## src/rtl/core/ray_box_slab_intersect_defines.svh

```systemverilog
// Assertion macros for the slab-intersection RTL (used by rbsi_fifo).
// Needs clk_i and rst_ni in the scope where a macro is used.
`ifndef RAY_BOX_SLAB_INTERSECT_DEFINES_SVH
`define RAY_BOX_SLAB_INTERSECT_DEFINES_SVH

// Property that must hold at every clock edge outside reset.
`define RBSI_ASSERT(lbl, prop, msg) \
  lbl: assert property (@(posedge clk_i) disable iff (!rst_ni) prop) else $error(msg);

// Condition that must never be seen outside reset.
`define RBSI_NEVER(lbl, cond, msg) \
  lbl: assert property (@(posedge clk_i) disable iff (!rst_ni) !(cond)) else $error(msg);

`endif

```

## src/rtl/core/rbsi_pkg.sv

```systemverilog
// Package for the ray/box slab intersection block: widths, register indexes,
// shared types and saturation helpers. No dependencies.
`default_nettype none

package rbsi_pkg;

  localparam int WORD_BITS    = 32;
  localparam int FRAC_BITS    = 16;
  localparam int AXES         = 3;
  // The reciprocal divides 2^(2*FRAC_BITS), a dividend of this many bits.
  localparam int DIV_BITS     = 2 * FRAC_BITS + 1;
  localparam int PROD_BITS    = 2 * WORD_BITS;
  localparam int FIFO_DEPTH   = 4;
  localparam int FIFO_AW      = $clog2(FIFO_DEPTH);
  localparam int CFG_IDX_BITS = 3;

  localparam logic [WORD_BITS-1:0] WORD_MAX = {1'b0, {(WORD_BITS-1){1'b1}}};
  localparam logic [WORD_BITS-1:0] WORD_MIN = {1'b1, {(WORD_BITS-1){1'b0}}};

  localparam logic [CFG_IDX_BITS-1:0] REG_BOX_MIN_X = CFG_IDX_BITS'(0);
  localparam logic [CFG_IDX_BITS-1:0] REG_BOX_MIN_Y = CFG_IDX_BITS'(1);
  localparam logic [CFG_IDX_BITS-1:0] REG_BOX_MIN_Z = CFG_IDX_BITS'(2);
  localparam logic [CFG_IDX_BITS-1:0] REG_BOX_MAX_X = CFG_IDX_BITS'(3);
  localparam logic [CFG_IDX_BITS-1:0] REG_BOX_MAX_Y = CFG_IDX_BITS'(4);
  localparam logic [CFG_IDX_BITS-1:0] REG_BOX_MAX_Z = CFG_IDX_BITS'(5);

  typedef logic [AXES-1:0][WORD_BITS-1:0] vec_t;

  // A classified ray as it waits in the queue.
  typedef struct packed {
    vec_t                 dn;    // near corner minus origin, saturated
    vec_t                 df;    // far corner minus origin, saturated
    vec_t                 dir;
    logic [WORD_BITS-1:0] near;
    logic [WORD_BITS-1:0] far;
  } item_t;

  // One step of the reciprocal divider.
  typedef struct packed {
    logic [AXES-1:0][WORD_BITS-1:0] rem;
    logic [AXES-1:0][DIV_BITS-1:0]  quo;
    logic [AXES-1:0][WORD_BITS-1:0] dmag;
    logic [AXES-1:0]                dneg;
    logic [AXES-1:0]                dzero;
    vec_t                           dn;
    vec_t                           df;
    logic [WORD_BITS-1:0]           near;
    logic [WORD_BITS-1:0]           far;
  } div_t;

  // Reciprocals ready for the multipliers.
  typedef struct packed {
    vec_t                 r;
    vec_t                 dn;
    vec_t                 df;
    logic [WORD_BITS-1:0] near;
    logic [WORD_BITS-1:0] far;
  } recip_t;

  function automatic logic [WORD_BITS-1:0] sat_diff(input logic signed [WORD_BITS:0] v);
    logic signed [WORD_BITS:0] hi_lim;
    logic signed [WORD_BITS:0] lo_lim;
    hi_lim = (WORD_BITS+1)'($signed(WORD_MAX));
    lo_lim = (WORD_BITS+1)'($signed(WORD_MIN));
    if (v > hi_lim) return WORD_MAX;
    if (v < lo_lim) return WORD_MIN;
    return v[WORD_BITS-1:0];
  endfunction

  // Arithmetic shift floors toward minus infinity, then clamp to a word.
  function automatic logic [WORD_BITS-1:0] sat_prod(input logic signed [PROD_BITS-1:0] p);
    logic signed [PROD_BITS-1:0] s;
    logic signed [PROD_BITS-1:0] hi_lim;
    logic signed [PROD_BITS-1:0] lo_lim;
    s      = p >>> FRAC_BITS;
    hi_lim = PROD_BITS'($signed(WORD_MAX));
    lo_lim = PROD_BITS'($signed(WORD_MIN));
    if (s > hi_lim) return WORD_MAX;
    if (s < lo_lim) return WORD_MIN;
    return s[WORD_BITS-1:0];
  endfunction

endpackage

`default_nettype wire

```

## src/rtl/core/rbsi_if.sv

```systemverilog
// Valid/ready channel interfaces for ray words and result words.
// Depends on rbsi_pkg for the word width.
`default_nettype none

interface rbsi_ray_if;
  logic                          valid;
  logic                          ready;
  logic [rbsi_pkg::WORD_BITS-1:0] origin_x;
  logic [rbsi_pkg::WORD_BITS-1:0] origin_y;
  logic [rbsi_pkg::WORD_BITS-1:0] origin_z;
  logic [rbsi_pkg::WORD_BITS-1:0] dir_x;
  logic [rbsi_pkg::WORD_BITS-1:0] dir_y;
  logic [rbsi_pkg::WORD_BITS-1:0] dir_z;
  logic [rbsi_pkg::WORD_BITS-1:0] near_limit;
  logic [rbsi_pkg::WORD_BITS-1:0] far_limit;

  modport source (output valid, origin_x, origin_y, origin_z, dir_x, dir_y, dir_z,
                  near_limit, far_limit, input ready);
  modport sink   (input valid, origin_x, origin_y, origin_z, dir_x, dir_y, dir_z,
                  near_limit, far_limit, output ready);
endinterface


`default_nettype wire

```

## src/rtl/core/rbsi_front.sv

```systemverilog
// Front end: takes ray words, picks near and far corners by direction sign
// and forms the saturated corner-minus-origin offsets. Uses rbsi_pkg, rbsi_if.
`default_nettype none

module rbsi_front (
  rbsi_ray_if.sink                     ray_i,
  input  var rbsi_pkg::vec_t           box_min_i,
  input  var rbsi_pkg::vec_t           box_max_i,
  input  var logic                     full_i,
  output var logic                     push_o,
  output var rbsi_pkg::item_t          item_o
);

  rbsi_pkg::vec_t org;
  rbsi_pkg::vec_t dir;

  assign org = {ray_i.origin_z, ray_i.origin_y, ray_i.origin_x};
  assign dir = {ray_i.dir_z, ray_i.dir_y, ray_i.dir_x};

  assign ray_i.ready = !full_i;
  assign push_o      = ray_i.valid && !full_i;

  always_comb begin
    logic [rbsi_pkg::WORD_BITS-1:0] lo;
    logic [rbsi_pkg::WORD_BITS-1:0] hi;
    item_o = '0;
    for (int a = 0; a < rbsi_pkg::AXES; a++) begin
      // A negative direction has a negative reciprocal, so the corners swap.
      lo = dir[a][rbsi_pkg::WORD_BITS-1] ? box_max_i[a] : box_min_i[a];
      hi = dir[a][rbsi_pkg::WORD_BITS-1] ? box_min_i[a] : box_max_i[a];
      item_o.dn[a] = rbsi_pkg::sat_diff($signed({lo[rbsi_pkg::WORD_BITS-1], lo})
                                      - $signed({org[a][rbsi_pkg::WORD_BITS-1], org[a]}));
      item_o.df[a] = rbsi_pkg::sat_diff($signed({hi[rbsi_pkg::WORD_BITS-1], hi})
                                      - $signed({org[a][rbsi_pkg::WORD_BITS-1], org[a]}));
    end
    item_o.dir  = dir;
    item_o.near = ray_i.near_limit;
    item_o.far  = ray_i.far_limit;
  end

endmodule

`default_nettype wire

```

## src/flat_wrapper.sv

```systemverilog
// flat-port wrapper written by rule: the top's interface ports become plain ports
module rbsi_front_flat 
  (box_min_i, box_max_i, full_i, push_o, item_o, ray_i_valid, ray_i_origin_x, ray_i_origin_y, ray_i_origin_z, ray_i_dir_x, ray_i_dir_y, ray_i_dir_z, ray_i_near_limit, ray_i_far_limit, ray_i_ready);
  rbsi_ray_if ray_i_i ();
  input  var rbsi_pkg::vec_t box_min_i;
  input  var rbsi_pkg::vec_t box_max_i;
  input  var logic full_i;
  output var logic push_o;
  output var rbsi_pkg::item_t item_o;
  input wire logic [$bits(ray_i_i.valid)-1:0] ray_i_valid;
  input wire logic [$bits(ray_i_i.origin_x)-1:0] ray_i_origin_x;
  input wire logic [$bits(ray_i_i.origin_y)-1:0] ray_i_origin_y;
  input wire logic [$bits(ray_i_i.origin_z)-1:0] ray_i_origin_z;
  input wire logic [$bits(ray_i_i.dir_x)-1:0] ray_i_dir_x;
  input wire logic [$bits(ray_i_i.dir_y)-1:0] ray_i_dir_y;
  input wire logic [$bits(ray_i_i.dir_z)-1:0] ray_i_dir_z;
  input wire logic [$bits(ray_i_i.near_limit)-1:0] ray_i_near_limit;
  input wire logic [$bits(ray_i_i.far_limit)-1:0] ray_i_far_limit;
  output wire logic [$bits(ray_i_i.ready)-1:0] ray_i_ready;
  assign ray_i_i.valid = ray_i_valid;
  assign ray_i_i.origin_x = ray_i_origin_x;
  assign ray_i_i.origin_y = ray_i_origin_y;
  assign ray_i_i.origin_z = ray_i_origin_z;
  assign ray_i_i.dir_x = ray_i_dir_x;
  assign ray_i_i.dir_y = ray_i_dir_y;
  assign ray_i_i.dir_z = ray_i_dir_z;
  assign ray_i_i.near_limit = ray_i_near_limit;
  assign ray_i_i.far_limit = ray_i_far_limit;
  assign ray_i_ready = ray_i_i.ready;
  rbsi_front u_core (.ray_i(ray_i_i), .box_min_i(box_min_i), .box_max_i(box_max_i), .full_i(full_i), .push_o(push_o), .item_o(item_o));
endmodule
```

## config.mk

```make
export PLATFORM = sky130hd
export DESIGN_NAME = rbsi_front_flat
export DESIGN_NICKNAME = d
export VERILOG_FILES = /design/src/rtl/core/ray_box_slab_intersect_defines.svh /design/src/rtl/core/rbsi_pkg.sv /design/src/rtl/core/rbsi_if.sv /design/src/rtl/core/rbsi_front.sv /design/src/flat_wrapper.sv
export SDC_FILE = /design/constraint.sdc
export NUM_CORES = 1
export LEC_CHECK = 0
export BUFFER_PORTS_ARGS = -buffer_cell sky130_fd_sc_hd__buf_2
export CAP_MARGIN = 10
export CORE_AREA = 2 2 309 311
export DETAILED_ROUTE_END_ITERATION = 10
export DIE_AREA = 0 0 311 313
export SLEW_MARGIN = 20
export SYNTH_ARGS = -nofsm -noshare
export SYNTH_HDL_FRONTEND = slang
export SYNTH_SLANG_ARGS = --single-unit
```

## constraint.sdc

```tcl
create_clock -name vclk -period 3.7
set_input_delay 0.185 -clock vclk [all_inputs]
set_output_delay 0.185 -clock vclk [all_outputs]
set_load 0.1 [all_outputs]
```

==> impl_metrics.toml, run 1 <==
[critical_path]
cp_slowest_cell = "or4b_4"
end_kind = "output pin"
cp_max_fo = 7
cp_cell_sequence = "buf_12 > buf_12 > buf_6 > mux2_4 > ha_4 > a21oi_4 > o21ai_4 > o21ai_2 > nand3b_1 > o21ai_2 > or4b_4 > buf_6 > a31oi_4 > o311ai_4 > buf_4 > buf_6 > maj3_2 > buf_12"
path_delay_family = "buffers and inverters"
arrival_ns = 3.79
cp_num_cells = 18
crit_buf_inv = 7
max_stage_delay_ns = 0.49
worst_setup_path_start_kind = "input port"
cp_data_required_time_ns = 3.51
path_class = "input port to output pin"

[placed_design]
placed_cell_area_um2 = 26300
place.port_buffers = 490
hpwl_um = 64800
gp_congestion = 0.953
dp.cells = 4081

[grt]
grt_first_pass_wirelength_um = 114000
grt_usage_pct = 15.0
overflow = 0
grt_pass1_vias = 19288
grt_max_degree = 19
antenna_found_initial = 5

[drt]
wl_per_cell_um = 18.5
vias_per_cell = 4.41
drt_wl_total_um = 77900
route.vias.total = 18592
drt_iter0_markers = 720
drcViolationCount = 0
drt-pass1-iter-count = 5
ant_nets = 0

[die]
core-area_um2 = 94200
rows = 113
io_pins = 804
initial_core_util_pct = 15.6
fp.dieW_um = 311
die-area_um2 = 97300
die_y_um = 313

[logic_synthesis]
syn-cell-area_um2 = 14700
syn_inst = 2014
yosysSeqAreaShare_pct = 0
synth_cell_type_count = 94
synth_fp_nets = 2662
yosys_warnings = 0
avgSynthCellArea_um2 = 7.28

[flow_run]
drv_cap = 0

[timing]
timing.fmax_mhz = 251
worstMarginPinSlew_ns = 0.593
period_share_pct = 108
grt_setup_unrepaired = "yes"
worst_slack_ns = -0.278
slew_violations = 0
setup_violations = 161
hold_viol_final = 0
fin_crit_ns = 3.98
slew_headroom_pct = 60.2
hold_ws_ns = 0.370

[finish]
final.clkbuf_count = 0
drive_gt1_share_pct = 59.8
area_growth_pct = 106
nets = 3601
nFlopsAndLatches = 0
final_area_um2 = 30100
stdcell_count = 4219
register_area_um2 = 0

[power_and_ir_drop]
p_int_uw = 7020
p_per_area_nw_per_um2 = 584
combPwrFrac_pct = 100.0
clock_power_share_pct = 0
finalPower_uw = 17600
power.leakage_uw = 0.0135
ir_drop_uv = 524
p_seq_share_pct = 0
switching_share_pct = 60.1
power_switching_uw = 10600

[worst_hold_path]
hold_path_class = "input port to output pin"
min_path_cells = 0

[outcome]
violations = "negative setup slack"
outcome = "finished, violations left"
## per-stage QoR
stage          TNS [ns]  util, %  worst slack (ns)
4_1_cts          -15.61     31.2            -0.240
5_1_grt          -38.96     32.0            -0.360
2_1_floorplan    -18.46        -            -0.276
6_report         -20.32     32.0            -0.278
3_5_place_dp     -63.63     27.9            -0.554
3_3_place_gp     -58.01     27.9            -0.544
## power groups by stage
stage | clock, µW | combinational, µW | sequential (µW)
after floorplan | 0 | 11200 | 0
after global placement | 0 | 15800 | 0
after detailed placement | 0 | 15800 | 0
after CTS | 0 | 17400 | 0
after global routing | 0.0000365 | 18200 | 0
final | 0.000110 | 17600 | 0
## cells in the mapped netlist, drive strengths merged, types with 4 or more instances
master	count	area [µm²]
a21oi	234	1190
ha	192	2400
buf	189	1380
mux2	180	2030
o21ai	161	806
inv	143	537
nand2	117	459
nor2	102	408
xnor2	96	848
a21o	84	631
xor2	64	561
clkbuf	34	130
nand3	33	170
nor3	30	150
o21a	30	225
nor2b	28	175
nand2b	27	169
maj3	26	272
o31ai	24	185
a211oi	22	178
a31oi	19	138
and3	18	113
o21bai	16	120
mux2i	14	153
o211ai	10	80.1
nand4	9	56.3
and2	7	43.8
o31a	7	61.3
a2111oi	6	77.6
a21boi	6	45.0
fa	6	120
o2111ai	6	52.6
or3	6	37.5
a31o	5	43.8
or2	5	31.3
a211o	4	35.0
a221oi	4	41.3
o22ai	4	25.0
o311ai	4	52.6
## worst paths after layout
check	start	slack [ns]	end
setup / recovery	ray_i_dir_z[31]	-0.28	item_o[238]
hold / removal	ray_i_dir_y[9]	0.37	item_o[105]
## cells by family after synthesis
kind of cell / synth area share (%)
fa+ha+maj: 19.1
mux: 14.9
simple gates: 13.0
buf+inv: 14.0
xor+xnor: 9.61
compound gates: 29.4
## layout make-up
class	instances	area (µm²)
Multi-Input combinational cell	1648	16300
Inverter	143	541
Fill cell	9703	64000
Tap cell	1265	1580
Antenna cell	3	7.51
Timing Repair Buffer	1160	11700
## layout by cell type (no fill, tap or decap), drive strengths merged, types with 4 or more instances in the layout
master / instances
a2111oi: 6
a211o: 4
a211oi: 22
a21boi: 6
a21o: 84
a21oi: 234
a221oi: 4
a31o: 5
a31oi: 19
and2: 7
and3: 18
buf: 1156
fa: 6
ha: 192
inv: 142
maj3: 26
mux2: 180
mux2i: 14
nand2: 117
nand2b: 27
nand3: 33
nand4: 9
nor2: 102
nor2b: 28
nor3: 30
o2111ai: 6
o211ai: 10
o21a: 30
o21ai: 161
o21bai: 16
o22ai: 4
o311ai: 4
o31a: 7
o31ai: 24
or2: 5
or3: 6
xnor2: 96
xor2: 64
## metal layers
metal  global-route usage [%]  routed length (µm)  part of all wire [%]  up-vias
met3                     2.31                4400                   5.6      188
met2                     28.5               40000                    51      630
met5                        0                  26                 0.033        -
met4                     6.20                3890                   5.0        4
met1                     16.4               29600                    38     8715
li1                         -                   -                     -     9055
## what timing repair did
item,in CTS,in global routing
hold buffers,0,0
setup endpoints to repair,191,188
buffers inserted,96,46
resized for setup,386,145
pin swaps,135,95
gates cloned,20,2
Note: power is estimated with default switching activity, not from simulation.
==> inputs of run 2 (changes only) <==
- CELL_PAD_IN_SITES_DETAIL_PLACEMENT: default -> 0
- CELL_PAD_IN_SITES_GLOBAL_PLACEMENT: default -> 2
- CORE_AREA: 2 2 309 311 -> 2 2 312 314
- DIE_AREA: 0 0 311 313 -> 0 0 314 316
- PLACE_DENSITY_LB_ADDON: default -> 0.1
==> run 2 against run 1 <==
The flow still finishes with violations (negative setup slack). Final cell count grew 1.6%. Combinational power grew 2%. Clock-buffer cell count is the same. Sequential share of layout area is the same. First-iteration DRC count shrank 12%. Die area grew 1.9%. Critical path depth grew 2. Utilization grew 0.26 points. Via count shrank 1.4%. Non-clock buffer count grew 54. Global-route usage grew 1.6 points. Hold slack is the same.
==> impl_metrics.toml, run 2 (synthesis results as in run 1) <==
[flow_run]
drv_cap = 0

[power_and_ir_drop]
power.leakage_uw = 0.0139
ir_drop_uv = 534
p_per_area_nw_per_um2 = 581
clock_power_share_pct = 0
p_int_uw = 7270
combPwrFrac_pct = 100.0
power_switching_uw = 10700
p_seq_share_pct = 0
switching_share_pct = 59.6

[timing]
setup_violations = 182
grt_setup_unrepaired = "yes"
worstMarginPinSlew_ns = 0.616
slew_violations = 0
hold_viol_final = 0
slew_headroom_pct = 58.8
fin_crit_ns = 4.03
period_share_pct = 109
timing.fmax_mhz = 248
worst_slack_ns = -0.331
hold_ws_ns = 0.370

[finish]
nFillCells = 10024
layout_common_cells = "buf_4 (570), buf_2 (295), buf_12 (260)"
nFlopsAndLatches = 0
register_area_um2 = 0
drive_gt1_share_pct = 61.2
area_growth_pct = 111
final.clkbuf_count = 0
final_common_cell = "buf_4"
nets = 3655

[drt]
wl_per_cell_um = 20.0
route.vias.total = 18339
vias_per_cell = 4.28
drt_wl_total_um = 85900
drcViolationCount = 0
drt_iter0_markers = 633
ant_nets = 0
drt-pass1-iter-count = 4

[placed_design]
gp_congestion = 0.862
place.port_buffers = 490
hpwl_um = 74000
dp_slack_ns = -0.723

[critical_path]
arrival_ns = 3.85
max_stage_delay_ns = 0.41
cp_max_fo = 7
cp_cell_sequence = "buf_12 > buf_12 > buf_4 > mux2_4 > ha_4 > o21a_1 > o31ai_4 > a21oi_2 > o31a_1 > o32ai_4 > o41ai_4 > a311o_1 > a31o_1 > buf_12 > buf_8 > nand2_8 > buf_12 > buf_12 > a21oi_4 > buf_12"
crit_top_cell = "buf_12"
worst_setup_path_start_kind = "input port"
cp_data_required_time_ns = 3.51
cp_slowest_cell = "a311o_1"
path_class = "input port to output pin"
end_kind = "output pin"

[die]
core-area_um2 = 96000
io_pins = 804
initial_core_util_pct = 15.3
fp.dieW_um = 314
die_y_um = 316
die-area_um2 = 99200
rows = 114

[clock_tree]
postCtsHoldBufs = 0

[grt]
grt_pass1_vias = 19635
antenna_found_initial = 12
grt_usage_pct = 16.5
grt_first_pass_wirelength_um = 125000
overflow = 0
grt_max_degree = 20

[outcome]
outcome = "finished, violations left"
violations = "negative setup slack"

[worst_hold_path]
hold_path_class = "input port to output pin"
-- run 2: changes by cell type in the layout (fill, tap and decap cells not counted), moves of 5 or more --
| cell | change |
|---|---|
| buf_12 | +8 |
| buf_6 | -7 |
| buf_16 | +9 |
| nor2_2 | +5 |
| buf_4 | +38 |
| nor2_1 | -5 |
| buf_8 | +7 |
-- run 2: worst max-delay path, delay by kind of cell --
family	cells	cell delay, ns
adder cells (fa/ha/maj)	1	0.25
buffers and inverters	8	1.14
AO/OA/AOI/OAI	9	1.87
AND/OR/NAND/NOR	1	0.07
multiplexers	1	0.32
-- run 2: final timing paths --
| kind | startpoint | slack [ns] | cells after the start | end |
|---|---|---|---|---|
| max | ray_i_dir_z[31] | -0.33 | 20 | item_o[322] |
| min | ray_i_dir_y[15] | 0.37 | 0 | item_o[111] |
-- run 2: power by group through the flow --
stage | Sequential (µW) | Clock, µW | Combinational, µW
4_1_cts | 0 | 0 | 18000
6_report | 0 | 0.000254 | 18000
5_1_grt | 0 | 0.000254 | 18700
3_5_place_dp | 0 | 0 | 16400
3_3_place_gp | 0 | 0 | 16400
2_1_floorplan | 0 | 0 | 11200
-- run 2: stage by stage --
stage	power, µW	instances	utilization (%)	setup TNS, ns	area [µm²]
floorplan	11200	2014	-	-18.46	17500
finish	18000	4288	32.3	-29.67	31000
detailed placement	16400	4135	28.0	-96.41	26900
global route	18700	4288	32.3	-55.59	31000
CTS	18000	4254	31.6	-34.95	30300
global placement	16400	4135	28.0	-93.50	26900
-- run 2: repair_timing --
| action | CTS | global route |
|---|---|---|
| gates resized for setup | 395 | 109 |
| setup endpoints to repair | 192 | 190 |
| cloned | 21 | 1 |
| pin swaps | 161 | 113 |
| setup buffers | 108 | 37 |
| endpoints found under the hold margin | 0 | 0 |
-- run 2: final cells by class --
type | instances | area (µm²) | area share, %
Antenna cell | 7 | 17.5 | 0.0565
Multi-Input combinational cell | 1648 | 16400 | 52.9
Tap cell | 1276 | 1600 | 5.15
Inverter | 143 | 543 | 1.75
Timing Repair Buffer | 1214 | 12400 | 40.1
-- run 2: layer usage --
metal  GRT usage (%)  part of all wire [%]  vias up
li1                -                     -     9137
met1            20.9                    44     8680
met2            30.1                    51      414
met3            1.56                   3.1      108
met4            3.91                   2.4        0
met5               0                     0        -
==> inputs of run 3 (changes only) <==
- ABC_AREA: default -> 1
- BUFFER_PORTS_ARGS: -buffer_cell sky130_fd_sc_hd__buf_2 -> default
- CORE_AREA: 2 2 312 314 -> 2 2 314 316
- DIE_AREA: 0 0 314 316 -> 0 0 316 318
- DONT_BUFFER_PORTS: default -> 1
==> run 3 against run 2 <==
The run now ends clean. Critical path depth is the same. Via count up 24%. Setup slack better by 0.64 ns. Utilization fell by 7.3 points. Sequential share of layout area is the same. Clock-buffer cell count unchanged. Final cell count is 20% higher. Hold slack did not move. Maximum frequency up 19%.
==> impl_metrics.toml, run 3 <==
[flow_run]
drv_cap = 0

[drt]
wl_met3_um = 4270
drt-pass1-iter-count = 6
drcViolationCount = 0
route.vias.total = 22662
met2_length_um = 53100
met1Wirelength_um = 47000
wl_per_cell_um = 20.7
vias_per_cell = 4.40
drt_wl_total_um = 107000
ant_nets = 0
highest_layer = "met5"
drt_iter0_markers = 1298

[logic_synthesis]
yosysSeqAreaShare_pct = 0
synth.most_common_cell = "nand2_1"
syn_inst = 3841
synth_top_cell_by_area = "nand2_1"
synth_top_area_share_pct = 25.8
synth_cell_type_count = 45
synth_fp_nets = 4489
yosys_warnings = 0
avgSynthCellArea_um2 = 4.94
synthTopCellsByArea = "nand2_1 (26%), inv_1 (13%), ha_1 (13%)"
syn-cell-area_um2 = 19000
synthTopCellsByCount = "nand2_1 (1307), inv_1 (667), nor2_1 (378)"

[grt]
antenna_found_initial = 10
grt_pass1_vias = 22789
grt_max_degree = 130
grt_usage_pct = 20.3
overflow = 0
grt_first_pass_wirelength_um = 153000

[placed_design]
gp_congestion = 0.879
placed_cell_area_um2 = 24200
place.port_buffers = 0
dp_slack_ns = -0.00401
hpwl_um = 97900

[die]
initial_core_util_pct = 19.5
io_pins = 804
fp.dieW_um = 316
die-area_um2 = 100000
rows = 115
core-area_um2 = 97400
die_y_um = 318

[finish]
final.clkbuf_count = 0
final_area_um2 = 24300
drive_gt1_share_pct = 13.4
final_common_cell = "nand2_1"
register_area_um2 = 0
area_growth_pct = 28.1
layout_common_cells = "nand2_1 (1203), inv_1 (667), nor2_1 (377)"
nets = 4512
nFlopsAndLatches = 0

[timing]
period_share_pct = 91.6
worstMarginPinSlew_ns = 1.10
setup_violations = 0
slew_headroom_pct = 26.4
slew_violations = 0
hold_ws_ns = 0.370
hold_viol_final = 0
fin_crit_ns = 3.39
timing.fmax_mhz = 295
worst_slack_ns = 0.311
grt_setup_unrepaired = "no"

[power_and_ir_drop]
ir_drop_uv = 734
finalPower_uw = 15500
power.leakage_uw = 0.0132
p_per_area_nw_per_um2 = 639

[critical_path]
arrival_ns = 3.20
worst_setup_path_start_kind = "input port"
end_kind = "output pin"
cp_max_fo = 129
path_class = "input port to output pin"
cp_data_required_time_ns = 3.51

[outcome]
outcome = "finished clean"

[clock_tree]
post_cts_buffers = 0

[worst_hold_path]
hold_path_class = "input port to output pin"
run 3: layout make-up:
| type | count | area, µm² |
|---|---|---|
| multi-input combinational | 2936 | 16000 |
| inverter | 668 | 2510 |
| timing repair buffer | 258 | 4240 |
| tap | 1287 | 1610 |
| antenna | 6 | 15.0 |
| fill | 11423 | 73100 |
run 3: critical path, stage by stage:
cell and delay (ns):
o21ai_0 0.47, inv_1 0.10, ha_1 0.40, nand3_1 0.14, nand2_2 0.14, nand2_1 0.08, nand2_1 0.13, nand2_1 0.10
nand3b_1 0.15, nand2_1 0.07, nor2_1 0.08, nand3_1 0.11, nor2_1 0.18, nand3_1 0.12, nor2_1 0.10, nor2_1 0.05
nand2_2 0.08, buf_12 0.20, nand2_2 0.10, buf_12 0.18
run 3: where the power goes:
part	switching, µW	total [µW]	internal, µW	leakage, µW
combinational	10700	15500	4850	0.0132
sequential	0	0	0	0
clock	0	0.000219	0.000219	0.0000000380
total	10700	15500	4850	0.0132
run 3: timing repair:
item,CTS,global route
cloned,0,2
pin swaps,1,3
hold buffers,0,0
gates resized for setup,0,12
setup endpoints to repair,8,76
run 3: through the flow:
step / util [%] / setup TNS (ns) / instances
6_report: 25.0 / 0 / 5155
5_1_grt: 25.0 / 0 / 5155
4_1_cts: 24.9 / 0 / 5147
3_5_place_dp: 24.9 / -0.00765 / 5147
3_3_place_gp: 24.9 / -0.0881 / 5147
2_1_floorplan: - / -0.245 / 3841
run 3: per-layer routing:
metal,vias to the layer above,track usage [%]
li1,11938,-
met1,10061,25.7
met2,527,36.9
met3,134,1.96
met4,2,3.69
met5,-,0
run 3: cells by family (layout without fill, tap and decap cells):
kind of cell	Yosys count	count (layout)	synth area share, %
other cells	0	6	0
fa+ha+maj	198	198	13.3
simple gates	2052	2053	44.4
buf+inv	906	926	21.6
compound gates	594	594	16.5
xor+xnor	91	91	4.32
run 3: final timing paths:
path                   startpoint           to  slack [ns]  cells past startpoint
setup / recovery  ray_i_dir_x[31]  item_o[161]        0.31                     20
hold / removal     ray_i_dir_z[9]  item_o[137]        0.37                      0
